`config.mk`:
```
export PLATFORM = sky130hd
export DESIGN_NAME = sls_ctrl
export DESIGN_NICKNAME = d
export VERILOG_FILES = /design/src/sls_pkg.sv /design/src/sls_ctrl.sv
export SDC_FILE = /design/constraint.sdc
export NUM_CORES = 1
export LEC_CHECK = 0
export BUFFER_PORTS_ARGS = -buffer_cell sky130_fd_sc_hd__buf_2
export CAP_MARGIN = 40
export CORE_AREA = 3 3 78 95
export DETAILED_ROUTE_END_ITERATION = 16
export DIE_AREA = 0 0 81 98
export GPL_TIMING_DRIVEN = 0
export PLACE_DENSITY = 0.77
export SYNTH_ARGS = -nofsm -noshare
export SYNTH_HDL_FRONTEND = slang
export SYNTH_SLANG_ARGS = --single-unit
```
`constraint.sdc`:
```
create_clock -name clk -period 2.5 [get_ports clk]
set_input_delay 0 -clock clk [delete_from_list [all_inputs] [get_ports clk]]
set_output_delay 0 -clock clk [all_outputs]
set_load 0.1 [all_outputs]
```
`src/sls_pkg.sv`:
```
// Shared types, constants and arithmetic helpers for the structured linear solver.
package sls_pkg;

	localparam int MaxRows = 64;
	localparam int IdxW = $clog2(MaxRows);
	localparam int CntW = IdxW + 1;

	typedef logic signed [31:0] q16_t;

	// Controller to datapath commands.
	typedef struct packed {
		logic         load;
		logic         tail_clr;
		logic         tail_acc;
		logic         t_init;
		logic         w_init;
		logic         mul_start;
		logic         t_sub;
		logic         w_acc;
		logic         div_start;
		logic         div_y;
		logic         x_write;
		logic         sum_clr;
		logic         sum_acc;
		logic         save_s0;
		logic         save_s1;
		logic         y_zero;
		logic         y_one;
		logic         y_from_div;
		logic         den_check;
		logic [IdxW-1:0] addr;
		logic [IdxW-1:0] wr_addr;
	} sls_cmd_t;

	// Datapath to controller status.
	typedef struct packed {
		logic mul_done;
		logic div_done;
		logic singular;
	} sls_stat_t;

	function automatic q16_t sat32(input logic signed [65:0] v);
		if (v > 66'sd2147483647)
			return 32'sh7fffffff;
		else if (v < -66'sd2147483648)
			return 32'sh80000000;
		else
			return v[31:0];
	endfunction

endpackage

```
`src/sls_ctrl.sv`:
```
// Sequencer for loading, the two or three substitution passes and result output.
module sls_ctrl (
	input  logic                    clk,
	input  logic                    arst_n,
	input  logic                    in_valid,
	output logic                    in_ready,
	input  logic                    last_row,
	output logic                    out_valid,
	input  logic                    out_ready,
	output logic [sls_pkg::IdxW-1:0] out_idx,
	output logic                    out_last,
	output sls_pkg::sls_cmd_t       cmd,
	input  sls_pkg::sls_stat_t      stat
);
	import sls_pkg::*;

	localparam logic [4:0] S_LOAD = 5'd0, S_PSTART = 5'd1, S_TAIL = 5'd2, S_TMUL = 5'd3,
		S_TMW = 5'd4, S_TINIT = 5'd5, S_JRD = 5'd6, S_JMUL = 5'd7, S_JMW = 5'd8,
		S_JSUB = 5'd9, S_JW = 5'd10, S_DRD = 5'd11, S_DDIV = 5'd12, S_DW = 5'd13,
		S_SUM = 5'd14, S_SUMW = 5'd15, S_SUMEND = 5'd16, S_YDIV = 5'd17,
		S_YW = 5'd18, S_ORD = 5'd19, S_OUT = 5'd20, S_DEN = 5'd21, S_SUMRD = 5'd22,
		S_TRD = 5'd23;

	logic [4:0] st_q;
	logic [CntW-1:0] n_q, k_q, j_q;
	logic [1:0] pass_q;
	logic [CntW-1:0] o_q;

	assign in_ready = (st_q == S_LOAD);
	assign out_valid = (st_q == S_OUT);
	assign out_idx = o_q[IdxW-1:0];
	assign out_last = (o_q + 1'b1 == n_q);

	always_comb begin
		cmd = '0;
		cmd.addr = k_q[IdxW-1:0];
		cmd.wr_addr = k_q[IdxW-1:0];
		case (st_q)
			S_LOAD: begin
				cmd.wr_addr = n_q[IdxW-1:0];
				cmd.load = in_valid && (n_q < CntW'(MaxRows));
				cmd.tail_clr = 1'b1;
			end
			S_TAIL: cmd.tail_acc = 1'b1;
			S_TMUL: begin
				cmd.mul_start = 1'b1;
				cmd.t_init = 1'b1;
			end
			S_TINIT: begin
				cmd.t_init = 1'b1;
				cmd.w_init = 1'b1;
			end
			S_JRD: cmd.addr = j_q[IdxW-1:0];
			S_JMUL: begin
				cmd.addr = j_q[IdxW-1:0];
				cmd.mul_start = 1'b1;
			end
			S_JMW: cmd.addr = j_q[IdxW-1:0];
			S_JSUB: begin
				cmd.addr = j_q[IdxW-1:0];
				cmd.t_sub = 1'b1;
			end
			S_JW: begin
				cmd.addr = j_q[IdxW-1:0];
				cmd.w_acc = 1'b1;
			end
			S_DDIV: cmd.div_start = 1'b1;
			S_DW: cmd.x_write = stat.div_done;
			S_PSTART: begin
				cmd.sum_clr = 1'b1;
				cmd.tail_clr = 1'b1;
			end
			S_SUMRD: cmd.addr = j_q[IdxW-1:0];
			S_SUM: begin
				cmd.addr = j_q[IdxW-1:0];
				cmd.sum_acc = 1'b1;
			end
			S_SUMEND: begin
				cmd.save_s0 = (pass_q == 2'd0);
				cmd.save_s1 = (pass_q == 2'd1);
				cmd.y_one = (pass_q == 2'd0);
			end
			S_DEN: cmd.den_check = 1'b1;
			S_YDIV: begin
				cmd.div_y = 1'b1;
				cmd.div_start = 1'b1;
			end
			S_YW: begin
				cmd.div_y = 1'b1;
				cmd.y_from_div = stat.div_done;
			end
			S_ORD, S_OUT: cmd.addr = o_q[IdxW-1:0];
			default: ;
		endcase
		if (st_q == S_LOAD && in_valid && last_row)
			cmd.y_zero = 1'b1;
	end

	always_ff @(posedge clk or negedge arst_n) begin
		if (!arst_n) begin
			st_q <= S_LOAD;
			n_q <= '0;
			k_q <= '0;
			j_q <= '0;
			o_q <= '0;
			pass_q <= '0;
		end else begin
			case (st_q)
				S_LOAD: if (in_valid) begin
					if (n_q < CntW'(MaxRows))
						n_q <= n_q + 1'b1;
					if (last_row) begin
						pass_q <= '0;
						st_q <= S_PSTART;
					end
				end
				S_PSTART: begin
					k_q <= n_q - 1'b1;
					st_q <= S_TRD;
				end
				S_TRD: st_q <= S_TAIL;
				S_TAIL: st_q <= S_TMUL;
				S_TMUL: st_q <= S_TMW;
				S_TMW: if (stat.mul_done) st_q <= S_TINIT;
				S_TINIT: begin
					j_q <= k_q + 1'b1;
					st_q <= (k_q + 1'b1 < n_q) ? S_JRD : S_DRD;
				end
				S_JRD: st_q <= S_JMUL;
				S_JMUL: st_q <= S_JMW;
				S_JMW: if (stat.mul_done) st_q <= S_JSUB;
				S_JSUB: st_q <= S_JW;
				S_JW: begin
					j_q <= j_q + 1'b1;
					st_q <= (j_q + 1'b1 < n_q) ? S_JRD : S_DRD;
				end
				S_DRD: st_q <= S_DDIV;
				S_DDIV: st_q <= S_DW;
				S_DW: if (stat.div_done) begin
					if (k_q == '0) begin
						j_q <= '0;
						st_q <= (pass_q == 2'd2) ? S_ORD : S_SUMRD;
					end else begin
						k_q <= k_q - 1'b1;
						st_q <= S_TRD;
					end
				end
				S_SUMRD: st_q <= S_SUM;
				S_SUM: begin
					j_q <= j_q + 1'b1;
					st_q <= (j_q + 1'b1 < n_q) ? S_SUMRD : S_SUMEND;
				end
				S_SUMEND: begin
					if (pass_q == 2'd0) begin
						pass_q <= 2'd1;
						st_q <= S_PSTART;
					end else
						st_q <= S_DEN;
				end
				S_DEN: st_q <= S_YDIV;
				S_YDIV: begin
					if (stat.singular) begin
						o_q <= '0;
						st_q <= S_ORD;
					end
				end
				S_YW: if (stat.div_done) begin
					pass_q <= 2'd2;
					st_q <= S_PSTART;
				end
				S_ORD: st_q <= S_OUT;
				S_OUT: if (out_ready) begin
					if (o_q + 1'b1 == n_q) begin
						o_q <= '0;
						n_q <= '0;
						st_q <= S_LOAD;
					end else begin
						o_q <= o_q + 1'b1;
						st_q <= S_ORD;
					end
				end
				default: st_q <= S_LOAD;
			endcase
			if (st_q == S_YDIV && !stat.singular)
				st_q <= S_YW;
			if (st_q == S_DW && stat.div_done && k_q == '0)
				o_q <= '0;
		end
	end

	assert property (@(posedge clk) disable iff (!arst_n) out_valid |-> !in_ready)
		else $error("output valid while loading");
	assert property (@(posedge clk) disable iff (!arst_n) cmd.load |-> in_ready)
		else $error("row stored outside load state");
	assert property (@(posedge clk) disable iff (!arst_n) n_q <= CntW'(MaxRows))
		else $error("row count overflow");

endmodule

```
==> summary.md <==
| Metric | Value |
|---|---|
| Placeable core area | `6490 um2` |
| Number of global-route vias before repair | `3,698` |
| Fin nets | `551` |
| Max clock buf depth | `2` |
| Most frequent cell after synthesis | `nand2_1` |
| First-pass GRT wire length | `19,200 um` |
| Routed WL | `12,800 um` |
| Slew headroom | `42.5%` |
| Unrepaired setup endpoints after global routing | `true` |
| Max Cap Violations | `0` |
| Worst EP arrival | `2.83 ns` |
| FMAX | `379 MHz` |
| Post-Layout Inst Area | `4520 um2` |
| # DRC | `0` |
| Post-synth cell types | `73` |
| Crit path time final | `2.64 ns` |
| # IOs | `48` |
| Fin crit share | `106%` |
| Gr ovfl total | `0` |
| Total die area | `7940 um2` |
| Fraction of layout cells with a size suffix above 1 | `33.1%` |
| DRT iter0 DRCs | `377` |
| Drt via density | `6.44` |
| Clk_skew | `0.0105 ns` |
| Routability Congestion | `0.941` |
| Ant. Diodes | `0` |
| Largest net degree at the start of global routing | `36` |
| CP max-delay cell | `dfrtp_1` |
| Top-area cell type share of the netlist area | `25.3%` |
| Slowest stage delay, CP | `0.43 ns` |
| R2R cell count | `11` |
| Run status | `finished, violations left` |
| Initial core utilization | `53.4%` |
| CP endpoint kind | `flip-flop` |
| Post-synth top flop | `dfrtp_1` |
| Req. time, crit path | `2.68 ns` |
| Worst-Margin Slew | `0.862 ns` |
| Worst skew pair latency | `0.31 ns` |
| Ranking of synthesized cells by area | `dfrtp_1 (25%), ha_1 (6.5%), nand2_1 (5.2%)` |
| Clk slew on worst S/H paths | `0.08 ns` |
| Root Buffer | `clkbuf_8` |
| Cells along the critical path | `ha_4 -> nand3_4 -> nor2_4 -> xor2_2 -> ha_1 -> a21oi_2 -> nor4b_4 -> a22o_1 -> o32ai_2 -> a311oi_1 -> o21ai_1` |
| Mapped Avg Cell Area | `7.70 um2` |
| Area grow syn2layout | `30.4%` |
| Vias | `3,936` |
| CP Max Fanout | `2` |
| Row cnt | `32` |
| First drt pass iteration count | `5` |
| Cell count after synthesis | `450` |
| Total CTS buffers | `5` |
| #FFs+latches synth | `35` |
| H-tree levels | `2` |
| EDFF count, synth | `0` |
| Initial antenna violation count | `0` |
| Sequential-to-total area share from yosys stat | `25.3%` |
| Yosys top cell by area | `dfrtp_1` |
| Die Height | `98 um` |
| I/O Buffers | `47` |
| Final worst slack | `-0.141 ns` |
| Final ANT Viol Nets | `0` |
| Hold Path Cell Cnt | `4` |
| Fraction of registers with async set/reset | `100%` |
| Failing checks | `setup timing` |
| Synthesized area | `3470 um2` |
| Synthesized net count | `476` |
| Setup Crit Path Kind | `reg -> reg` |
| Commonest cells in the netlist | `nand2_1 (48), nor2_1 (37), dfrtp_1 (35)` |
| CTS tree | `yes` |
| Die Wd | `81 um` |
| Final Max Tran Viols | `0` |
| Final setup fails | `1` |
| Worst Hold Class | `in -> reg` |
| HPWL after detailed placement | `8640 um` |
| DR WL/cell | `21.0 um` |
| Post-place instance area | `3910 um2` |
| Hold Fails Final Rpt | `0` |
| Tot GR Track Use | `31.1%` |
| Clk sinks | `35` |
| Synth warn | `0` |
| Setup crit start kind | `flip-flop` |
[layout make-up]
class	count	area [um2]
Buffer	34	229
Clock buffer	5	68.8
Clock inverter	3	43.8
Fill cell	518	1970
Inverter	22	98.8
Multi-Input combinational cell	354	2600
Sequential cell	35	881
Tap cell	85	106
Timing Repair Buffer	73	493
[metal layers]
| metal | share of wire [%] | global-route usage (%) | up-vias |
|---|---|---|---|
| met2 | 49 | 54.0 | 213 |
| met1 | 38 | 37.6 | 1872 |
| met5 | 0 | 0 | - |
| met3 | 6.2 | 3.87 | 58 |
| li1 | - | - | 1793 |
| met4 | 6.2 | 13.8 | 0 |
[cells in the final DEF (no fill, tap or decap), drive strengths merged, types with 3 or more instances in the layout]
cell | Yosys | final
nor3b | 4 | 4
nand3 | 19 | 19
o21ai | 29 | 29
a31oi | 5 | 5
clkbuf | 14 | 13
dfrtp | 35 | 35
inv | 21 | 18
or3 | 6 | 6
a21oi | 28 | 28
and2 | 3 | 3
clkinv | 1 | 3
a211o | 3 | 3
and3 | 8 | 8
nor4 | 3 | 3
clkinvlp | 0 | 3
a211oi | 6 | 6
a311oi | 3 | 3
a221o | 3 | 3
xor2 | 9 | 9
a21o | 4 | 4
ha | 18 | 18
o21a | 5 | 5
nor2 | 38 | 38
mux2 | 3 | 3
nor2b | 12 | 12
a22oi | 7 | 7
o31ai | 8 | 8
nor3 | 14 | 14
a22o | 8 | 8
nand2 | 48 | 48
xnor2 | 12 | 12
o211ai | 8 | 8
buf | 25 | 98
a2bb2oi | 3 | 3
[worst max-delay path: cells and delay by family, from the launching register on]
kind                       cells  cell delay (ns)
and+or+nand+nor                3             0.54
AOI/OAI and AO/OA              5             0.90
adders and majority gates      2             0.47
xor gates and xnor gates       1             0.17
DFF                            1             0.43
[kinds of logic (layout without fill, tap and decap cells)]
logic type / Yosys count / count (layout) / share of synthesized area, %
mux: 4 / 4 / 1.26
flops: 35 / 35 / 25.3
simple gates: 169 / 169 / 24.4
xor+xnor: 21 / 21 / 5.31
compound gates: 141 / 141 / 28.4
fa+ha+maj: 19 / 19 / 6.79
buf+inv: 61 / 137 / 8.59
[path summary, 6_finish.rpt]
check / start / endpoint / slack, ns
setup / recovery: k_q[0]$_DFFE_PN0P_ / st_q[3]$_DFFE_PN0P_ / -0.14
hold / removal: stat[0] / st_q[1]$_DFFE_PN0P_ / 0.09
setup reg to reg: k_q[0]$_DFFE_PN0P_ / st_q[3]$_DFFE_PN0P_ / -0.14
hold reg to reg: n_q[5]$_DFFE_PN0P_ / n_q[5]$_DFFE_PN0P_ / 0.56
max in group asynchronous: arst_n / j_q[0]$_DFFE_PN0P_ / 1.55
min in group asynchronous: arst_n / o_q[6]$_DFFE_PN0P_ / 0.34
[registers in the layout, indices dropped and copies added, names as in the netlist]
register	cells
j_q	7
k_q	7
n_q	7
o_q	7
st_q	5
pass_q	2
[repair_timing]
item | in CTS | in global routing
gates cloned | 0 | 0
resized for setup | 34 | 54
pin swaps | 4 | 18
endpoints found under the setup margin | 25 | 23
hold buffers | 1 | 0
endpoints found under the hold margin | 35 | 0
buffers inserted | 13 | 10
[through the flow]
step	utilization (%)	TNS (ns)	std cells	worst slack, ns	hold WS, ns
after floorplan	-	-3.34	450	-0.542	-0.296
after global placement	60.1	-4.06	582	-0.492	0.133
after detailed placement	60.3	-2.69	584	-0.514	0.154
after CTS	65.3	0	604	0.0163	0.0849
after global routing	69.7	-0.375	611	-0.177	0.101
final	69.7	-0.141	611	-0.141	0.0871
Power is left out: the tool's default activity adds up to more than one toggle a clock period on the data nets, which glitch-free logic cannot reach.
